### src/bsss_pkg.sv
`timescale 1ns / 1ps
`default_nettype none
// ----------------------------------------------------------------------------
// bsss_pkg
// Shared widths, register indexes and the job word passed from front to back.
// ----------------------------------------------------------------------------
package bsss_pkg;

    localparam int BASE_W  = 17;
    localparam int RATE_W  = 18;
    localparam int LEN_W   = 18;
    localparam int T_W     = 18;
    localparam int CFG_W   = 18;
    localparam int FT_W    = BASE_W + T_W;     // base * t
    localparam int G_W     = FT_W + T_W;       // base * t * t
    localparam int DEN_W   = RATE_W + LEN_W;   // rate * length
    localparam int LIMIT_W = RATE_W - 1 + LEN_W;
    localparam int PH_W    = 32;               // Q0.32 phase
    localparam int MAG_W   = 31;               // Q1.30 sine magnitude
    localparam int ACC_W   = 34;

    localparam logic [1:0] REG_BASE_FREQ  = 2'd0;
    localparam logic [1:0] REG_SAMPLE_RATE = 2'd1;
    localparam logic [1:0] REG_SWEEP_LEN  = 2'd2;

    localparam logic [BASE_W-1:0] BASE_RESET = BASE_W'(2050);
    localparam logic [RATE_W-1:0] RATE_RESET = RATE_W'(44100);
    localparam logic [LEN_W-1:0]  LEN_RESET  = LEN_W'(88200);

    typedef struct packed {
        logic             zero;   // no harmonics: sample is 0
        logic [FT_W-1:0]  ft;     // first-harmonic frequency term
        logic [DEN_W-1:0] r1;     // g mod den
        logic [DEN_W-1:0] step;   // 2g mod den
    } job_t;

endpackage : bsss_pkg
`default_nettype wire

### src/bsss_front.sv
`timescale 1ns / 1ps
`default_nettype none
// ----------------------------------------------------------------------------
// bsss_front
// Takes a sample index, forms g = base*t*t and reduces it modulo den.
// ----------------------------------------------------------------------------
module bsss_front (
    input  wire                           aclk,
    input  wire                           aresetn,
    input  wire                           s_valid,
    output logic                          s_ready,
    input  wire  [bsss_pkg::T_W-1:0]      s_sample_index,
    input  wire  [bsss_pkg::BASE_W-1:0]   base_freq,
    input  wire  [bsss_pkg::DEN_W-1:0]    den,
    output logic                          job_valid,
    input  wire                           job_ready,
    output bsss_pkg::job_t                job
);
    import bsss_pkg::*;

    typedef enum logic [2:0] {F_IDLE, F_MUL_LO, F_MUL_HI, F_MOD, F_STEP, F_PUSH} fstate_t;

    localparam int CNT_W = $clog2(G_W);

    fstate_t           state_reg;
    logic [T_W-1:0]    t_reg;
    logic [FT_W-1:0]   p_reg;
    logic [G_W-1:0]    g_reg;
    logic [DEN_W-1:0]  rem_reg;
    logic [CNT_W-1:0]  cnt_reg;
    job_t              job_reg;

    logic [DEN_W:0]    rem_sh;
    logic [DEN_W:0]    rem_sub;
    logic [DEN_W:0]    dbl;
    logic [G_W-1:0]    hi_prod;

    always_comb begin
        rem_sh  = {rem_reg, g_reg[cnt_reg]};
        rem_sub = rem_sh - {1'b0, den};
        dbl     = {rem_reg, 1'b0};
        hi_prod = G_W'(p_reg[FT_W-1:T_W] * t_reg) << T_W;
    end

    assign s_ready   = (state_reg == F_IDLE);
    assign job_valid = (state_reg == F_PUSH);
    assign job       = job_reg;

    always_ff @(posedge aclk) begin
        if (!aresetn) begin
            state_reg <= F_IDLE;
        end else begin
            case (state_reg)
                F_IDLE: begin
                    if (s_valid) begin
                        t_reg     <= s_sample_index;
                        p_reg     <= FT_W'(base_freq * s_sample_index);
                        state_reg <= F_MUL_LO;
                    end
                end
                F_MUL_LO: begin
                    g_reg     <= G_W'(p_reg[T_W-1:0] * t_reg);
                    state_reg <= F_MUL_HI;
                end
                F_MUL_HI: begin
                    g_reg       <= g_reg + hi_prod;
                    rem_reg     <= '0;
                    cnt_reg     <= CNT_W'(G_W - 1);
                    job_reg.ft  <= p_reg;
                    if (den == '0) begin
                        job_reg.zero <= 1'b1;
                        job_reg.r1   <= '0;
                        job_reg.step <= '0;
                        state_reg    <= F_PUSH;
                    end else begin
                        job_reg.zero <= 1'b0;
                        state_reg    <= F_MOD;
                    end
                end
                F_MOD: begin
                    // restoring remainder, one bit of g a cycle
                    rem_reg <= rem_sub[DEN_W] ? rem_sh[DEN_W-1:0] : rem_sub[DEN_W-1:0];
                    cnt_reg <= cnt_reg - 1'b1;
                    if (cnt_reg == '0) begin
                        state_reg <= F_STEP;
                    end
                end
                F_STEP: begin
                    job_reg.r1   <= rem_reg;
                    job_reg.step <= (dbl >= {1'b0, den}) ? DEN_W'(dbl - {1'b0, den})
                                                        : dbl[DEN_W-1:0];
                    state_reg    <= F_PUSH;
                end
                F_PUSH: begin
                    if (job_ready) begin
                        state_reg <= F_IDLE;
                    end
                end
                default: state_reg <= F_IDLE;
            endcase
        end
    end

endmodule : bsss_front
`default_nettype wire

### config.mk
export PLATFORM = sky130hd
export DESIGN_NAME = bsss_front
export DESIGN_NICKNAME = d
export VERILOG_FILES = /design/src/bsss_pkg.sv /design/src/bsss_front.sv
export SDC_FILE = /design/constraint.sdc
export NUM_CORES = 2
export LEC_CHECK = 0
export BUFFER_PORTS_ARGS = -buffer_cell sky130_fd_sc_hd__buf_2
export CAP_MARGIN = 40
export CORE_ASPECT_RATIO = 0.75
export CORE_MARGIN = 4
export CORE_UTILIZATION = 49
export CTS_CLUSTER_SIZE = 8
export DETAILED_ROUTE_END_ITERATION = 12
export GPL_ROUTABILITY_DRIVEN = 0
export PLACE_DENSITY = 0.66
export RECOVER_POWER = 100
export SYNTH_ARGS = -nofsm -noshare
export SYNTH_HDL_FRONTEND = slang
export SYNTH_SLANG_ARGS = --single-unit
### constraint.sdc
create_clock -name aclk -period 9.05 [get_ports aclk]
set_clock_uncertainty 0.05 [all_clocks]
set_input_delay 1.81 -clock aclk [delete_from_list [all_inputs] [get_ports aclk]]
set_output_delay 1.81 -clock aclk [all_outputs]
set_load 0.01 [all_outputs]
Yosys cells after proc, flatten, opt, wreduce, memory -nomap -nowiden
Cells that the tools add are included.
{ "op_classes": {"order_cmp": 2, "n_eq_ne": 9, "n_mul": 3, "reduce_logical": 12, "addsub": 4, "muxes": 15} }
{ "op_table": {"columns": ["operator", "count"], "rows": [
  ["one-hot mux 72 bit (2 select lines)", 1],
  ["one-hot mux 53 bit (2 select lines)", 1],
  ["two-way mux 36 bit", 2],
  ["two-way mux 72 bit", 1],
  ["one-hot mux 36 bit (2 select lines)", 1],
  ["multiplier 17 x 18 -> 35 bit", 2],
  ["adder 53 bit", 1],
  ["greater-or-equal comparator 37 x 36 -> 1 bit", 1],
  ["subtractor 37 x 36 -> 37 bit", 1],
  ["logical NOT 36 bit", 1],
  ["multiplier 18 x 18 -> 36 bit", 1],
  ["subtractor 36 bit", 1],
  ["one-hot mux 3 bit (6 select lines)", 1],
  ["two-way mux 3 bit", 4],
  ["one-hot mux 6 bit (2 select lines)", 1],
  ["AND reduction 3 bit", 3],
  ["< comparator 6 x 7 -> 1 bit (second input constant)", 1],
  ["binary-select mux 1 bit (select 6 bit)", 1],
  ["equality test 3 x 2 -> 1 bit (second input constant)", 2],
  ["equality test 3 bit (second input constant)", 2],
  ["logical NOT 6 bit", 1],
  ["inequality test 2 bit (second input constant)", 3],
  ["AND reduction 2 bit", 3],
  ["nonzero test 2 bit", 3],
  ["other kinds (5)", 6]
]} }
{ "totals": {"out_inout_bits": 110, "elab_cells": 55, "ff_bits": 259, "input_bits": 75} }

Depth between registers and ports, before layout
{ "logic_depth": {"depth_word": 5, "mapped_depth": 34, "depth_no_buf": 33} }

Worst setup path before layout
No wires, ideal clock.
{ "synth_timing": {"kind": "register to register", "from": "register p_reg[20]", "to": "register g_reg[51] (data pin)", "n_path_buf": 2, "arrival_ps": 7801, "slack_ps": 939, "required_ps": 8740, "path_stages_with_launch": 31, "period_less_slack_ps": 8111, "setup_ps": 260, "cell_sequence": "edfxtp_1 > clkbuf_1 > clkbuf_1 > nand2_1 > fa_1 > fa_1 > fa_1 > fa_1 > inv_1 > fa_1 > inv_1 > fa_1 > inv_1 > ha_1 > nand3_1 > nor2_1 > a2111oi_2 > o21bai_1 > a21o_1 > a211oi_1 > nor4_1 > nand4b_1 > ha_1 > a21o_1 > a21o_1 > a221o_1 > a41oi_1 > o22ai_1 > o41ai_1 > o21ai_1 > mux2i_1"} }
{ "synth_between": {"elab_chain_len": 3} }
{ "synth_rtl": {"columns": ["item", "line_no", "rtl"], "rows": [
  ["start: declaration", "bsss_front.sv:27", "logic [FT_W-1:0] p_reg;"],
  ["start signal: assignment", "bsss_front.sv:57", "p_reg <= FT_W'(base_freq * s_sample_index);"],
  ["multiplier 17 x 18 -> 35 bit", "bsss_front.sv:42", "hi_prod = G_W'(p_reg[FT_W-1:T_W] * t_reg) << T_W;"],
  ["adder 53 bit", "bsss_front.sv:66", "g_reg <= g_reg + hi_prod;"],
  ["one-hot mux 53 bit (2 select lines)", "bsss_front.sv:53", "case (state_reg)"],
  ["end signal: assignment", "bsss_front.sv:62", "g_reg <= G_W'(p_reg[T_W-1:0] * t_reg);"],
  ["end signal: assignment", "bsss_front.sv:66", null],
  ["end: declaration", "bsss_front.sv:28", "logic [G_W-1:0] g_reg;"]
]} }
No other way between the ends.
A chain may end at the register's enable or synchronous reset.

Worst setup path after layout
{ "layout_timing": {"from": "register t_reg[7]", "to": "register g_reg[51] (data pin)"} }
{ "layout_between": {"elab_chain_len": 3} }
{ "layout_rtl": {"columns": ["item", "line_no", "rtl"], "rows": [
  ["start: declaration", "bsss_front.sv:26", "logic [T_W-1:0] t_reg;"],
  ["start signal: assignment", "bsss_front.sv:56", "t_reg <= s_sample_index;"],
  ["multiplier 17 x 18 -> 35 bit", "bsss_front.sv:42", null],
  ["adder 53 bit", "bsss_front.sv:66", null],
  ["one-hot mux 53 bit (2 select lines)", "bsss_front.sv:53", null]
]} }
No other way between the ends.

==> flow_summary.json <==
{
  "status": "finished with violations",
  "violations": "capacitance limit, slew limit",
  "tritoncts": "built",
  "htreeDepth": 2,
  "clock_sinks": 259,
  "tightest_slew_ps": 3880,
  "rr_startpoint": "t_reg[7]$_DFFE_PP_",
  "grt_first_pass_wirelength_um": 198000,
  "core_mm2": 0.0920,
  "grt_pass1_vias": 34700,
  "synth_area_mm2": 0.0457,
  "required_ps": 9350,
  "setup_tns_ps": 0,
  "slew_headroom": -1.59,
  "synth-main-ff-cell": "edfxtp_1",
  "ff2ff_path_depth": 30,
  "routed_wl_um": 125000,
  "clockRootBuffer": "clkbuf_16",
  "yosysSeqAreaShare": 0.170,
  "setup_viol": 0,
  "cp_slowest_stage_delay_ps": 640,
  "drv_slew": 338,
  "fmax_ghz": 0.116,
  "slowest_stage": "edfxtp_1",
  "postCtsHoldBufs": 0,
  "ys_ff_latch": 259,
  "critPathKind": "reg2reg",
  "viasPerCell": 5.52,
  "hold_class": "reg2reg",
  "worstHoldStart": "p_reg[1]$_DFFE_PP_",
  "io_pins": 185,
  "first_pass_iters": 6,
  "clockBufferDepth": 3,
  "fin_crit_ps": 8600,
  "syn_nets": 6223,
  "r2r_end": "g_reg[51]$_SDFFCE_PN0P_",
  "clock_latency_ps": 610,
  "hold-path-endpoint": "job[73]$_DFFE_PP_",
  "ant_nets": 0,
  "setup.worst_path.start_class": "flop",
  "yosys_warnings": 0,
  "cp_max_fo": 19,
  "place_area_mm2": 0.0478,
  "fin_area_mm2": 0.0487,
  "synth_cell_types": 86,
  "utilization": 0.529,
  "place_hpwl_um": 99300,
  "drc": 0,
  "postSynthCellCount": 5007,
  "hold_viol_final": 0,
  "antenna_found_initial": 1,
  "die_y_um": 272,
  "synth_area_per_cell_um2": 9.13,
  "grt_start_max_net_pins": 73,
  "die_w_um": 361,
  "drt_first_iter_violations": 3102,
  "end_kind": "flop",
  "whs_path_depth": 0,
  "initial_core_util": 0.497,
  "crit_top_cell": "fa_1",
  "cts.clk_slew.worst_paths_ps": 60,
  "nets": 6274,
  "numPortBuffers": 184,
  "arrival_ps": 8900,
  "dieArea_mm2": 0.0983,
  "numCtsBuffers": 40,
  "wl_per_cell_um": 19.8,
  "syn_to_final_growth_pct": 6.51,
  "grt_setup_unrepaired": "false",
  "drive_gt1_frac": 0.0388,
  "num_vias": 34900,
  "r2r_slack_ps": 450,
  "postSynth.asyncResetShare": 0,
  "synth_edf_count": 256,
  "rows": 96,
  "fin_crit_sh": 0.951,
  "cap_violations": 10,
  "largest_register_ffs": 108,
  "grt_overflow_total": 0,
  "track_usage": 0.255
}
critical path: cells and delay by family (launching register included):
| kind | cells | cell delay, ps |
|---|---|---|
| buffers and inverters | 4 | 500 |
| adders and majority gates | 8 | 3530 |
| DFF | 1 | 640 |
| and+or+nand+nor | 4 | 500 |
| AOI/OAI and AO/OA | 13 | 3020 |
| muxes | 1 | 130 |
routing by layer:
layer  wire length, um  GRT usage  up-vias  share of wire
met3             14800     0.0812      132           0.12
met5                18          0        -        0.00014
met1             59300      0.401    17300           0.48
li1                  -          -    15800              -
met2             48300      0.341     1597           0.39
met4              2300     0.0473        2          0.018
area by class of cell:
type / instances / area [um2]
Sequential cell: 259 / 7750
Timing Repair Buffer: 265 / 1300
Fill cell: 8609 / 43300
Inverter: 969 / 3640
Antenna cell: 2 / 5.00
Tap cell: 1225 / 1530
Clock buffer: 61 / 1120
Multi-Input combinational cell: 3523 / 33200
Clock inverter: 6 / 116
what timing repair did:
| action | in CTS | in global routing |
|---|---|---|
| buffers inserted | 0 | 6 |
| setup endpoints to repair | 0 | 3 |
| hold endpoints to repair | 0 | 0 |
| resized for setup | 0 | 3 |
layout by cell type, fill, tap and decap left out, types with 38 or more instances in the layout:
cell type,instances
clkbuf_16,40
o21ai_0,139
buf_2,55
fa_1,737
a21oi_1,188
xnor2_1,105
clkbuf_1,183
ha_1,404
buf_4,38
xor2_1,66
nand2_1,759
inv_1,967
nand3_1,63
and2_1,332
a21o_1,86
nor2_1,168
edfxtp_1,256
how the worst max path moves through the flow:
stage          slack, ps                 endpoint                start  cells past startpoint
2_1_floorplan        940  g_reg[51]$_SDFFCE_PN0P_  p_reg[20]$_DFFE_PP_                     30
3_3_place_gp         660  g_reg[51]$_SDFFCE_PN0P_   t_reg[9]$_DFFE_PP_                     28
3_5_place_dp         400  g_reg[51]$_SDFFCE_PN0P_   t_reg[9]$_DFFE_PP_                     28
4_1_cts              420  g_reg[51]$_SDFFCE_PN0P_   t_reg[7]$_DFFE_PP_                     30
5_1_grt               30  g_reg[52]$_SDFFCE_PN0P_  p_reg[21]$_DFFE_PP_                     28
6_report             450  g_reg[51]$_SDFFCE_PN0P_   t_reg[7]$_DFFE_PP_                     30
stage by stage:
| step | hold WS [ps] | setup WS [ps] | instances |
|---|---|---|---|
| after floorplan | 374 | 939 | 5007 |
| after global placement | 547 | 663 | 6224 |
| after CTS | 539 | 417 | 6300 |
| after global routing | 544 | 26.6 | 6308 |
| final | 542 | 446 | 6310 |
| after detailed placement | 515 | 398 | 6233 |
Yosys cell counts, types with 4 or more instances:
| library cell | number | area share |
|---|---|---|
| a21o_1 | 86 | 0.014 |
| a221oi_1 | 7 | 0.0013 |
| mux2i_1 | 31 | 0.0068 |
| clkbuf_1 | 224 | 0.018 |
| o2111ai_1 | 4 | 0.00077 |
| o21ai_1 | 9 | 0.00099 |
| a21boi_0 | 6 | 0.00099 |
| a31oi_1 | 20 | 0.0027 |
| nor2b_1 | 19 | 0.0026 |
| o21ai_0 | 135 | 0.015 |
| o21bai_1 | 31 | 0.0051 |
| edfxtp_1 | 256 | 0.17 |
| inv_1 | 968 | 0.079 |
| o31ai_1 | 15 | 0.0025 |
| and2_1 | 363 | 0.050 |
| or3_1 | 13 | 0.0018 |
| a21oi_1 | 188 | 0.021 |
| nand2_1 | 759 | 0.062 |
| o211ai_1 | 13 | 0.0021 |
| nand2b_1 | 17 | 0.0023 |
| nor2_1 | 169 | 0.014 |
| mux4_2 | 16 | 0.0079 |
| fa_1 | 737 | 0.32 |
| buf_6 | 4 | 0.00099 |
| o21a_1 | 23 | 0.0038 |
| xnor2_1 | 105 | 0.020 |
| nand3_1 | 63 | 0.0069 |
| a41oi_1 | 6 | 0.0011 |
| nor3_1 | 30 | 0.0033 |
| nor4_1 | 22 | 0.0030 |
| nand4_1 | 26 | 0.0036 |
| and3_1 | 20 | 0.0027 |
| or2_2 | 11 | 0.0015 |
| nor3b_1 | 5 | 0.00082 |
| a211oi_1 | 25 | 0.0041 |
| xor2_1 | 65 | 0.012 |
| buf_2 | 20 | 0.0022 |
| o311a_1 | 5 | 0.0011 |
| o22ai_1 | 4 | 0.00055 |
| nand3b_1 | 5 | 0.00082 |
| ha_1 | 404 | 0.11 |
| mux2_2 | 4 | 0.00099 |
cells by family (layout without fill, tap and decap cells):
family	after synthesis	after routing	share of synthesized area
AND/OR/NAND/NOR	1537	1537	0.158
buffers and inverters	1225	1301	0.103
adder cells (fa/ha/maj)	1141	1141	0.433
AO/OA/AOI/OAI	623	623	0.0876
flip-flops	259	259	0.170
XOR/XNOR	171	171	0.0329
multiplexers	51	51	0.0157
other	0	2	0
Power is left out: the tool's default activity adds up to more than one toggle a clock period on the data nets, which glitch-free logic cannot reach.
