==> config.mk <==
export PLATFORM = sky130hd
export DESIGN_NAME = bsss_queue
export DESIGN_NICKNAME = d
export VERILOG_FILES = /design/src/bsss_pkg.sv /design/src/bsss_queue.sv
export SDC_FILE = /design/constraint.sdc
export NUM_CORES = 1
export LEC_CHECK = 0
export BUFFER_PORTS_ARGS = -buffer_cell sky130_fd_sc_hd__buf_2
export CAP_MARGIN = 20
export CORE_MARGIN = 4
export CORE_UTILIZATION = 50
export DETAILED_ROUTE_END_ITERATION = 8
export GPL_TIMING_DRIVEN = 1
export PLACE_DENSITY = 0.77
export REMOVE_ABC_BUFFERS = 1
export SKIP_LAST_GASP = 1
export SYNTH_ARGS = -nofsm -noshare
export SYNTH_HDL_FRONTEND = slang
export SYNTH_SLANG_ARGS = --single-unit
==> constraint.sdc <==
create_clock -name aclk -period 6.5 [get_ports aclk]
set_input_delay 0.65 -clock aclk [delete_from_list [all_inputs] [get_ports aclk]]
set_output_delay 0.65 -clock aclk [all_outputs]
set_load 0.05 [all_outputs]
==> src/bsss_pkg.sv <==
`timescale 1ns / 1ps
`default_nettype none
// ----------------------------------------------------------------------------
// bsss_pkg
// Shared widths, register indexes and the job word passed from front to back.
// ----------------------------------------------------------------------------
package bsss_pkg;

    localparam int BASE_W  = 17;
    localparam int RATE_W  = 18;
    localparam int LEN_W   = 18;
    localparam int T_W     = 18;
    localparam int CFG_W   = 18;
    localparam int FT_W    = BASE_W + T_W;     // base * t
    localparam int G_W     = FT_W + T_W;       // base * t * t
    localparam int DEN_W   = RATE_W + LEN_W;   // rate * length
    localparam int LIMIT_W = RATE_W - 1 + LEN_W;
    localparam int PH_W    = 32;               // Q0.32 phase
    localparam int MAG_W   = 31;               // Q1.30 sine magnitude
    localparam int ACC_W   = 34;

    localparam logic [1:0] REG_BASE_FREQ  = 2'd0;
    localparam logic [1:0] REG_SAMPLE_RATE = 2'd1;
    localparam logic [1:0] REG_SWEEP_LEN  = 2'd2;

    localparam logic [BASE_W-1:0] BASE_RESET = BASE_W'(2050);
    localparam logic [RATE_W-1:0] RATE_RESET = RATE_W'(44100);
    localparam logic [LEN_W-1:0]  LEN_RESET  = LEN_W'(88200);

    typedef struct packed {
        logic             zero;   // no harmonics: sample is 0
        logic [FT_W-1:0]  ft;     // first-harmonic frequency term
        logic [DEN_W-1:0] r1;     // g mod den
        logic [DEN_W-1:0] step;   // 2g mod den
    } job_t;

endpackage : bsss_pkg
`default_nettype wire

==> src/bsss_queue.sv <==
`timescale 1ns / 1ps
`default_nettype none
// ----------------------------------------------------------------------------
// bsss_queue
// Two-entry job queue between front and back.
// ----------------------------------------------------------------------------
module bsss_queue (
    input  wire             aclk,
    input  wire             aresetn,
    input  wire             in_valid,
    output logic            in_ready,
    input  wire bsss_pkg::job_t in_job,
    output logic            out_valid,
    input  wire             out_ready,
    output bsss_pkg::job_t  out_job
);
    import bsss_pkg::*;

    job_t        slot_reg [2];
    logic        wr_ptr_reg;
    logic        rd_ptr_reg;
    logic [1:0]  count_reg;
    logic        push;
    logic        pop;

    assign in_ready  = (count_reg != 2'd2);
    assign out_valid = (count_reg != 2'd0);
    assign out_job   = slot_reg[rd_ptr_reg];
    assign push      = in_valid && in_ready;
    assign pop       = out_valid && out_ready;

    always_ff @(posedge aclk) begin
        if (push) begin
            slot_reg[wr_ptr_reg] <= in_job;
        end
    end

    always_ff @(posedge aclk) begin
        if (!aresetn) begin
            wr_ptr_reg <= 1'b0;
            rd_ptr_reg <= 1'b0;
            count_reg  <= 2'd0;
        end else begin
            if (push) begin
                wr_ptr_reg <= ~wr_ptr_reg;
            end
            if (pop) begin
                rd_ptr_reg <= ~rd_ptr_reg;
            end
            count_reg <= count_reg + {1'b0, push} - {1'b0, pop};
        end
    end

endmodule : bsss_queue
`default_nettype wire

# Yosys cells after proc, flatten, opt, wreduce, memory -nomap -nowiden
# Memories as Yosys holds them, arrays and structs flattened. A register that Yosys moved wholly into a read port is not among the register bits.
# Cells that the tools add are included.
# W data, S select, Z words.
[totals] register_bits=4 ramBits=216 in_bits=112 output_inout_bits=110 elab_cells=16 memories=1
[op_classes] addsub=2 eq_ne=1 n_mux=4 n_bitwise=2 reduce_logical=3
[memory_table] name="slot_reg" words=2 word_bits=108 rd=1 rd_ports_with_merged_regs=1 wr=1 line_no="bsss_queue.sv:19" rtl="job_t slot_reg [2];"
[ops] op="$mux W1" n=4
[ops] op="$add A2 B1 Y2" n=1
[ops] op="$logic_and A1 B1 Y1" n=2
[ops] op="$ne A2 B2 Y1 const B" n=1
[ops] op="$not A1 Y1" n=2
[ops] op="$reduce_bool A2 Y1" n=1
[ops] op="$sub A2 B1 Y2" n=1

# Logic depth before layout (Yosys ltp)
# Gate-level depths: netlist of run 1.
[logic_depth] depth_word=4 mapped_depth=8 mapped_depth_nobuf=8

# Worst setup path after synthesis of run 1
# No wires, ideal clock.
[synth_path] path_kind="flip-flop to flip-flop" start="reg count_reg[0]" end="mem slot_reg[0][0] (netlist name), enable pin" arrival_ps=5524 required_ps=5924 slack_ps=400 stages_incl_launch_ff=4 n_path_buf=0 period_less_slack_ps=6100 cell_sequence="dfxtp_1 > nand2b_1 > nand2_1 > nor2_1"
[synth_between] elab_chain_len=4
[synth_rtl] item="from (decl)" line_no="bsss_queue.sv:22" rtl="logic [1:0] count_reg;"
[synth_rtl] item="from (signal assigned)" line_no="bsss_queue.sv:50" rtl="count_reg <= count_reg + {1'b0, push} - {1'b0, pop};"
[synth_rtl] item="$ne A2 B2 Y1" line_no="bsss_queue.sv:26" rtl="assign in_ready = (count_reg != 2'd2);"
[synth_rtl] item="via in_ready" line_no="bsss_queue.sv:11" rtl="output logic in_ready,"
[synth_rtl] item="$logic_and A1 B1 Y1" line_no="bsss_queue.sv:29" rtl="assign push = in_valid && in_ready;"
[synth_rtl] item="$mux W1" line_no="bsss_queue.sv:33" rtl="if (push) begin"
[synth_rtl] item="$mux W1 (not written as such)" line_no="bsss_queue.sv:34" rtl="slot_reg[wr_ptr_reg] <= in_job;"
[synth_rtl] item="to (decl)" line_no="bsss_queue.sv:19"
# The timed path passes the listed nets, and every way through them passes these cells.

==> summary by stage, run 1 <==
Outcome
The flow ran to the end, and the final reports show no timing, DRC or antenna violations.

Clock tree
At the later pin of the worst-skew pair, clock insertion delay measures 0.48 ns. In this run, CTS created clock tree buffers numbering 23. The number of setup buffers added after CTS is 0.

CTS built an H-tree with a depth of 1. The clock transition at the register clock pins on the worst setup and hold paths after CTS is 0.06 ns. The clock tree from TritonCTS is yes. The total of hold buffers inserted after clock tree synthesis is 0.

The post-cts sizing count is 0. The clock root buffer is clkbuf_16. The maximum buffer depth of the clock tree is 3. The clock net in this run drives a total of between 200 and 250 sinks.

Yosys
After synthesis, flip-flops and latches occupy about four fifths of the total area. The number of storage elements in the synthesis netlist is 221. After synthesis the cells add up to 8100 um2.

Yosys mapped the design onto 18 distinct sky130hd cell types. The synthesized area per cell is approximately 22 um2. Counting flops with an async set or reset pin after synthesis yields a share of 0%. By area the synthesized netlist is led by edfxtp_1 (80%), mux2_2 (12%), mux2_4 (3.7%), dfxtp_1 (1.2%), buf_6 (0.56%).

The number of enable-type register cells in the synthesized netlist is between 200 and 250. The count of synthesis-stage warnings from yosys is 0. The share of the synthesized area in the top cell type is 80.1%. The cell accounting for the most synthesized area is edfxtp_1. The instance count of the mapped netlist is 360. The most used flip-flop cell after synthesis is edfxtp_1.

The most repeated cell in the gate-level netlist after synthesis is edfxtp_1. In the synthesized netlist, the cells that appear most often are edfxtp_1 (216), mux2_2 (88), mux2_4 (20), buf_2 (8), dfxtp_1 (5).

STA
Setup violations remaining at the end of the flow were counted as 0. The clock period minus worst slack is ~3.4 ns. Derived from the worst setup path, the maximum achievable clock frequency is 0.294 GHz.

The pin slew with the least headroom to its limit is just under 0.9 ns. Setup repair after global routing left no endpoint under its margin. The share of the clock period used by the worst path after layout is between 50% and 60%. The relative slew slack is about two fifths.

The post-route setup TNS is 0 ns. The final number of max-transition violations is 0. The count of final hold-check violations is 0. Clock skew on the completed layout was measured at 0.00752 ns.

Detailed routing
In the final routed layout, each cell accounts on average for 18.2 um. The average via count per standard cell is slightly below 5. In this run the top signal layer used is met5. The length of routed met2 wiring is 7.84 mm. The routed length on met3 is 1.37 mm. After the first detailed-routing iteration, the DRC count stood at ~240. The routed metal-1 wirelength is around 5.6 mm.

Across all layers, the routed design uses ~4100 vias. The number of search-and-repair iterations in the first detailed-routing pass is 4. The final routed DRC violation total is 0. Wires add up to roughly 15 mm. The remaining antenna violation count after routing is 0.

Cells and area
The antenna diode count is 0. The area added between synthesis and finish is 25.0%. The register area is 6590 um2.

The area occupied by multi-input gates is approximately 1400 um2. The register with the most flip-flops in the layout has approximately 220 of them. The finished cells cover between 10000 and 15000 um2. The layout has between 1000 and 1500 filler cells. The total number of nets in the final design is around 700.

Cells with a size suffix above 1 make up about three fifths of the layout.

Place
The placed instances occupy a cell area of 9430 um2. Port buffering added between 200 and 250 buffers. Routability-driven placement finished with a final weighted congestion of ~0.75.

The estimated wirelength of the detail-placed design is ~10 mm.

Pwr
The worst-case IR drop observed on VDD is between 0.0003 and 0.0004 V. The reported leakage power is between 0.003 and 0.004 uW. The switching power is around 1600 uW.

The power density over the cells is approximately 450 nW/um2. The sequential group share of total power is around two fifths. The part of the power in the clock network is between 20% and 30%.

The switching part of the total is 36.1%. Combinational logic burns between 30% and 40% of the power. The cell internal power dissipation is ~2900 uW.

Floorplan
The initial utilization of the core area, before any placement, comes to about half. The row count is 46. The count of boundary I/O pins is 222. The full die area is about 18000 um2. The die is between 100 and 150 um tall.

The area of the core is 15900 um2. In this run the horizontal extent of the chip is between 100 and 150 um.

Critical path
Data arrives at the worst endpoint at between 2 and 3 ns. The worst path required time is about 5.9 ns. For this design, the slowest cell found on the critical path is dfxtp_4.

The worst setup path is launched from a flop. In this design, the stage delay of the slowest critical-path cell is about 0.83 ns. The largest fanout on the critical path is 55. The startpoint-to-endpoint class of the critical path is flop to output port. The signal on the critical path passes through buf_4, mux2_2, buf_2. The number of buffers and inverters on the critical path is 2.

The kind of cell with the highest combined delay along the critical path is buffers and inverters. The endpoint class of the critical path is an output port.

Global routing
The number of antenna violations at the first check in global routing is 1. The first global-routing pass estimated 23.2 mm of wire. The via count of the first global-routing pass is about 4500. Summed over all layers, the global routing overflow is 0. Entering global routing, the biggest net connects 66 pins.

Global routing used between 10% and 20% of the available tracks.

Min path
The min-delay analysis places its worst path in the category input port to flop.

Run
Across the run, the number of max-cap violations was 0.
per-stage QoR:
stage / util [%] / hold WS [ns] / instances / setup slack [ns] / total power (uW)
global route: 63.7 / 0.331 / 828 / 2.96 / 4740
global placement: 59.4 / 0.510 / 789 / 3.58 / 3390
detailed placement: 59.4 / 0.530 / 789 / 3.57 / 3420
CTS: 63.7 / 0.329 / 828 / 3.02 / 4600
floorplan: - / 0.455 / 348 / 0.400 / 3120
finish: 63.7 / 0.350 / 828 / 3.09 / 4550
kinds of logic after synthesis:
logic type | share of synthesized area [%]
buffers and inverters | 1.10
adders and majority gates | 0.309
AOI/OAI and AO/OA | 0.0928
DFF | 81.3
muxes | 16.1
xor gates and xnor gates | 0.325
and+or+nand+nor | 0.757
worst reg2reg max path, cell delays in order (launching register included):
cell      delay (ns)
dfxtp_1         0.38
nand2b_1        0.17
and3_4          0.60
buf_4           0.81
cells in the final DEF (no fill, tap or decap):
cell        instances
edfxtp_1          216
inv_1               1
clkinv_2            7
o21a_1              1
clkbuf_1            3
and3_4              1
nor2b_1             2
dfxtp_1             4
mux2i_1             1
ha_1                2
mux2_2             88
clkinv_1            1
clkinvlp_4          1
nand2b_1            2
clkbuf_8            4
or2_2               1
buf_2             221
dfxtp_4             1
mux2_4             20
nor2_4              1
buf_4               4
nand2_1             2
and2_1              2
xnor2_1             3
clkbuf_16          23
final cells by class:
class | count | area share [%]
sequential | 221 | 65.1
timing repair buffer | 225 | 11.2
multi-input combinational | 126 | 14.2
clock inverter | 9 | 0.457
inverter | 1 | 0.0371
tap | 216 | 2.67
clock buffer | 30 | 6.34
layer usage:
metal  global-route usage, %  vias up
met5                       0        -
met4                    4.37        2
met3                    4.90       30
met2                    28.8      165
met1                    18.7     1984
li1                        -     1898
power groups by stage:
stage               registers (uW)  clock network (uW)  logic [uW]
floorplan                     1940                   0        1180
global route                  1900                1270        1570
finish                        1880                1170        1500
detailed placement            1920                   0        1510
global placement              1900                   0        1490
CTS                           1890                1200        1510
worst paths after layout:
| path | startpoint | to | slack, ns | cells after the start |
|---|---|---|---|---|
| hold / removal | in_job[11] | slot_reg[1][11]$_DFFE_PP_ | 0.35 | 1 |
| hold reg to reg | rd_ptr_reg$_SDFFE_PN0P_ | flop | 0.54 | 2 |
| setup / recovery | flop | out_job[8] | 3.09 | 3 |
| setup reg to reg | count_reg[0]$_SDFF_PN0_ | slot_reg[1][9]$_DFFE_PP_ | 4.08 | 3 |
Power figures use the tool's default switching activity.
==> run 2, diff against run 1 <==
clock period = 3.15 ns   (was 6.5 ns; I/O delays follow)
==> summary by stage, run 2 (synthesis gave the netlist of run 1 again) <==
Detailed routing
The post-detailed-routing wire length came to 15.6 mm (+3.4%). The number of search-and-repair iterations in the first detailed-routing pass came to 4 (unchanged). The remaining antenna violation count after routing is 0 (unchanged). The final routed DRC violation total is 0 (unchanged). The average via count per standard cell is 4.90 (-0.47%). The routed via count is 4153 (+1.8%). The number of DRC violations after detailed-routing iteration 0 came to 235 (-0.42%). The average wire per cell in the routed design is 18.4 um (+1.1%).

Cells and area
Leaving out fill and tap cells, the most frequent cells in the layout are buf_2 (221), edfxtp_1 (216), mux2_2 (88). The commonest non-fill, non-tap cell in the layout is buf_2. The fraction of final layout cells sized beyond drive strength 1 is 57.9% (-2.8 points).

The number of flip-flops under the largest register name is 216 (unchanged). The total number of nets in the final design is 729 (+2.4%). The final cell area excluding filler cells is 10300 um2 (+1.8%).

The area added between synthesis and finish is 27.3%.

Global routing
The remaining global-route overflow is 0 (unchanged). The number of antenna violations at the first check in global routing came to 2 (+1). The first-pass GRT wire length is 23.4 mm (+0.68%). The pin count of the biggest net entering global routing came to 71 (+7.6%). The via count of the first global-routing pass was 4540 (+0.13%). The total routing usage reported by global routing is 16.3% (+0.23 points).

Pwr
The sequential group share of total power is 40.3% (-1.1 points). The cell internal power dissipation is 6010 uW (+110%). The combinational share of power is 34.1% (+1.2 points). The reported leakage power was 0.00389 uW (+1.7%). The switching part of the total is 36.1% (+0.036 points).

The worst-case vdd ir drop is 0.000603 V (+95%). The switching power is 3400 uW (+110%). The part of the power in the clock network was 25.6% (about the same). The power density over the cells is 914 nW/um2 (+100%).

Clock tree
The sink count of the clock tree is 221 (unchanged). The number of clock buffers inserted by TritonCTS is 22 (-4.3%). The number of buffers inserted by post-CTS setup repair came to 0 (unchanged). The maximum buffer depth of the clock tree is 3 (unchanged). The tree is rooted in a clkbuf_16. The number of H-tree levels is 1 (unchanged). The clock tree from TritonCTS is yes. The post-cts sizing count is 0 (unchanged). The clock insertion delay at the later pin of the skew report came to 0.49 ns (about the same). The clock transition at the register clock pins on the worst setup and hold paths after CTS was 0.06 ns (about the same).

Floorplan
The width of the die is 135 um (unchanged). The height of the chip was 135 um (unchanged). The area of the core was 15900 um2 (unchanged).

The starting density of the core was 51.0% (unchanged). The full die area is 18300 um2 (unchanged). The count of boundary I/O pins was 222 (unchanged).

The row count was 46 (unchanged).

Min path
The worst hold path belongs to the class input port to flop. The worst hold path begins at in_job[98].

STA
Setup repair after global routing left no endpoint under its margin. After layout, the worst path uses 76.5% of the clock period. The final worst setup slack came to 0.740 ns (-2.35 ns). The relative slew slack is 35.9% (-5.1 points). The final number of max-transition violations came to 0 (unchanged). The clock period minus worst slack is roughly 2.4 ns.

The post-route clock skew is 0.0111 ns (+0.00354 ns). The maximum operating frequency is a little over 0.4 GHz. The count of final hold-check violations is 0 (unchanged). The total setup violations reported at the end of the flow was 0 (unchanged).

The pin slew with the least headroom to its limit was 0.961 ns (+0.0766 ns).

Critical path
The number of buffer and inverter instances along the worst setup path came to 2 (unchanged). STA classifies the critical path endpoint as an output port. The critical path's top delay family is buffers and inverters. The critical path data arrival time is 2.10 ns (-0.66 ns). The startpoint-to-endpoint class of the critical path is flop to output port. The largest fanout on the critical path was 51 (-7.3%).

The worst setup path is launched from a flop. Traced cell by cell, the critical path runs through buf_4, mux2_2, buf_2. The master of the slowest instance on the critical path is buf_4. The source of the worst register-to-register timing path is count_reg[0]$_SDFF_PN0_.

The highest cell delay on the worst timing path came to 0.56 ns (-0.27 ns). The worst path required time came to 2.83 ns (-3.02 ns).

Place
The port buffer count is 221 (unchanged). The final weighted congestion in routability-driven placement came to 0.749 (+0.47%). The worst setup slack after placement came to 1.14 ns (-2.43 ns).

The standard cell area after detailed placement is 9470 um2 (+0.42%). The estimated wirelength of the detail-placed design is 10.3 mm (+2.0%).

Outcome
The flow ran to the end, and the final reports show no timing, DRC or antenna violations.

Run
The number of maximum-capacitance violations was 0 (unchanged).
==> run 2: changes by cell type in the layout (fill, tap and decap cells not counted), moves of 2 or more <==
cell	before	now
clkinv_2	7	1
dlygate4sd3_1	0	16
clkbuf_8	4	0
clkinv_1	1	9
buf_12	0	2
==> run 2: worst paths after layout <==
| kind | to | slack (ns) | cells after the start |
|---|---|---|---|
| max | out_job[48] | 0.74 | 3 |
| min | slot_reg[1][98]$_DFFE_PP_ | 0.02 | 1 |
| max reg2reg | slot_reg[0][93]$_DFFE_PP_ | 1.17 | 4 |
| min reg2reg | wr_ptr_reg$_SDFFE_PN0N_ | 0.53 | 2 |
==> run 2: power by group through the flow <==
stage | Sequential, uW | Clock, uW | Combinational [uW]
finish | 3790 | 2410 | 3220
floorplan | 4010 | 0 | 2430
detailed placement | 3860 | 0 | 3230
global route | 3820 | 2610 | 3370
CTS | 3800 | 2460 | 3250
global placement | 3830 | 0 | 3200
==> run 2: timing repair <==
action	4_1_cts	5_1_grt
endpoints found under the setup margin	0	0
hold buffers	10	6
hold endpoints to repair	18	11
==> run 2: area by class of cell <==
type / count / area (um2)
clock inverters: 12 / 77.6
repair buffers: 243 / 1340
inverters: 1 / 3.75
fillers: 1148 / 5580
well taps: 216 / 270
multi-input cells: 126 / 1430
flip-flops and latches: 221 / 6590
diodes: 1 / 2.50
clock buffers: 27 / 591
==> run 2: per-layer routing <==
| metal | GRT usage [%] | routed length, um | up-vias |
|---|---|---|---|
| met5 | 0 | 13 | - |
| met3 | 5.27 | 1370 | 27 |
| li1 | - | - | 1941 |
| met1 | 19.4 | 5940 | 2032 |
| met4 | 4.42 | 280 | 2 |
| met2 | 28.6 | 7980 | 151 |
==> run 2: metrics by stage <==
stage	power [uW]	utilization, %	std cells	TNS (ns)	hold WS, ns
floorplan	6440	-	348	-485.93	0.414
global placement	7030	59.6	791	0	0.502
detailed placement	7090	59.6	791	0	0.506
CTS	9520	64.5	840	0	0.00000253
global route	9800	64.9	847	0	0.000114
finish	9420	64.9	847	0	0.0195
==> run 3, diff against run 2 <==
CORE_UTILIZATION = 47   (was 50)
PLACE_DENSITY = 0.76   (was 0.77)
clock period = 2 ns   (was 3.15 ns; I/O delays follow)
==> summary by stage, run 3 (synthesis gave the netlist of run 1 again) <==
STA
Setup repair after global routing could not meet its margin everywhere. The total setup violations reported at the end of the flow is 0 (unchanged). The count of final hold-check violations is 0 (unchanged).

Of the available clock period, the critical path in the final layout requires 96.6%. The post-route clock skew was 0.0114 ns (+0.000296 ns). The final number of max-transition violations is 0 (unchanged). Static timing analysis puts the maximum clock frequency at 0.517 GHz. The relative slew slack is 65.9% (+30 points). The clock period minus worst slack is ~1.9 ns.

The pin slew with the least headroom to its limit is 0.511 ns (-0.450 ns).

Outcome
The run finished with clean final reports.

Critical path
The number of buffer and inverter instances along the worst setup path is 2 (unchanged). The worst path required time is 1.80 ns (-1.03 ns). The critical path's top delay family is buffers and inverters. STA classifies the critical path startpoint as a flop. The highest cell delay on the worst timing path is 0.40 ns (-0.16 ns). The source of the worst register-to-register timing path is count_reg[0]$_SDFF_PN0_. Traced cell by cell, the critical path runs through buf_12, mux2_2, buf_2. The logic depth of the worst register-to-register path is 8 (+4). STA classifies the critical path endpoint as an output port.

The slowest stage of the critical path belongs to the cell dfxtp_4. The largest fanout on the critical path is 35 (-31%). The internal reg-to-reg setup slack is 0.19 ns (-0.98 ns). The critical path data arrival time is 1.73 ns (-0.37 ns). The critical path in this run is classified as flop to output port. In this run the critical register-to-register path is captured at count_reg[1]$_SDFF_PN0_.

Clock tree
The clock transition at the register clock pins on the worst setup and hold paths after CTS came to 0.06 ns (about the same). The number of clock buffers inserted by TritonCTS was 23 (+4.5%). The sink count of the clock tree is 221 (unchanged). The post-cts sizing count is 0 (unchanged).

The maximum buffer depth of the clock tree came to 3 (unchanged). The clock insertion delay at the later pin of the skew report is 0.48 ns (about the same). TritonCTS built the clock tree.

The clock root buffer is clkbuf_16. The number of H-tree levels is 1 (unchanged).

Cells and area
The fraction of final layout cells sized beyond drive strength 1 is 51.1% (-6.8 points). In the layout the commonest cells are buf_2 (221), edfxtp_1 (216), dlygate4sd3_1 (109). The count of filler cells inserted in the layout was 1127 (-1.8%). The number of flip-flops under the largest register name is 216 (unchanged).

The area growth from synthesis to layout is 39.6%. The antenna diode count is 0 (-1). The utilization of the core after routing came to 67.5% (+2.6 points). The commonest non-fill, non-tap cell in the layout is buf_2.

The total number of nets in the final design is 826 (+13%).

Pwr
The power density over the cells is 1330 nW/um2 (+45%). The total chip power is 15000 uW (+60%). The reported leakage power came to 0.00431 uW (+11%). The worst-case vdd ir drop is 0.000933 V (+55%).

Detailed routing
The post-detailed-routing wire length is 17.1 mm (+9.5%). The number of DRC violations after detailed-routing iteration 0 is 188 (-20%). The number of search-and-repair iterations in the first detailed-routing pass is 4 (unchanged). The average via count per standard cell is 4.85 (-1.1%). The remaining antenna violation count after routing is 0 (unchanged). The final routed DRC violation total was 0 (unchanged). The routed via count is 4588 (+10%). The average wire per cell in the routed design came to 18.0 um (-2.0%).

Floorplan
The count of boundary I/O pins is 222 (unchanged). The starting density of the core was 48.3% (-2.7 points). The area of the core is 16800 um2 (+5.5%).

The width of the die came to 139 um (+3.0%). The full die area was 19400 um2 (+6.0%). The row count came to 47 (+2.2%). The height of the chip was 139 um (+3.0%).

Min path
The worst min-delay path category is input port to flop. The worst hold path cell count was 3 (+2). For hold timing, the worst endpoint is wr_ptr_reg$_SDFFE_PN0N_. The worst hold path begins at in_valid.

Global routing
The first-pass GRT wire length came to 26.9 mm (+15%). The pin count of the biggest net entering global routing was 82 (+15%). The number of antenna violations at the first check in global routing is 0 (-2).

The total routing usage reported by global routing is 17.1% (+0.78 points). The remaining global-route overflow came to 0 (unchanged). The via count of the first global-routing pass is 5301 (+17%).

Place
The port buffer count came to 221 (unchanged). The estimated wirelength of the detail-placed design is 10.3 mm (+0.36%). The final weighted congestion in routability-driven placement was 0.727 (-2.9%).

Run
The number of maximum-capacitance violations is 0 (unchanged).
-- run 3: cell types whose count changed in the layout (fill, tap and decap cells not counted), moves of 2 or more --
cell	before	now
buf_4	4	2
dlygate4sd3_1	16	109
clkinv_1	9	4
buf_12	2	7
clkinv_2	1	5
clkbuf_1	4	6
-- run 3: final cells by class --
class | instances | area, um2 | share of cell area, %
flip-flops and latches | 221 | 6590 | 58.3
repair buffers | 339 | 2350 | 20.8
multi-input cells | 126 | 1430 | 12.7
clock buffers | 29 | 598 | 5.29
well taps | 220 | 275 | 2.43
clock inverters | 10 | 51.3 | 0.454
inverters | 1 | 3.75 | 0.0332
-- run 3: per-stage QoR --
step                instance area (um2)  std cells  setup TNS [ns]  setup slack [ns]  hold WS (ns)
floorplan                          8010        348         -846.11             -4.10         0.299
global placement                   9560        797               0             0.388         0.387
detailed placement                 9560        797               0             0.220         0.392
CTS                               11300        946               0            0.0436         0.120
global route                      11300        946        -0.00254          -0.00254         0.151
finish                            11300        946               0            0.0670         0.134
-- run 3: worst max path at each step --
stage                            start                       end  slack [ns]  depth (start not counted)
6_report                          flop               out_job[53]        0.07                          3
3_3_place_gp   count_reg[0]$_SDFF_PN0_   count_reg[1]$_SDFF_PN0_        0.39                          8
4_1_cts                           flop               out_job[49]        0.04                          3
5_1_grt                           flop               out_job[85]      -0.003                          3
3_5_place_dp   count_reg[0]$_SDFF_PN0_   count_reg[1]$_SDFF_PN0_        0.22                          8
2_1_floorplan  count_reg[0]$_SDFF_PN0_  slot_reg[0][0]$_DFFE_PP_       -4.10                          3
-- run 3: worst min-delay path, delay by kind of cell --
| family | cells | cell delay (ns) |
|---|---|---|
| buffers and inverters | 1 | 0.11 |
| muxes | 1 | 0.10 |
| and+or+nand+nor | 1 | 0.16 |
-- run 3: repair_timing --
action	in CTS	in global routing
hold buffers	109	0
setup buffers	1	0
endpoints found under the hold margin	221	0
setup endpoints to repair	95	1
-- run 3: power breakdown --
group | leakage (uW) | switching, uW | internal (uW)
Clock | 0.000322 | 1590 | 2110
Sequential | 0.00206 | 176 | 5820
Combinational | 0.00192 | 3700 | 1640
Total | 0.00431 | 5470 | 9560
-- run 3: metal layers --
layer / GRT usage [%] / vias to the layer above / routed length (um)
met3: 4.77 / 30 / 1170
met5: 0 / - / 0
met1: 19.3 / 2252 / 6370
met2: 31.5 / 174 / 9140
li1: - / 2132 / -
met4: 4.99 / 0 / 376
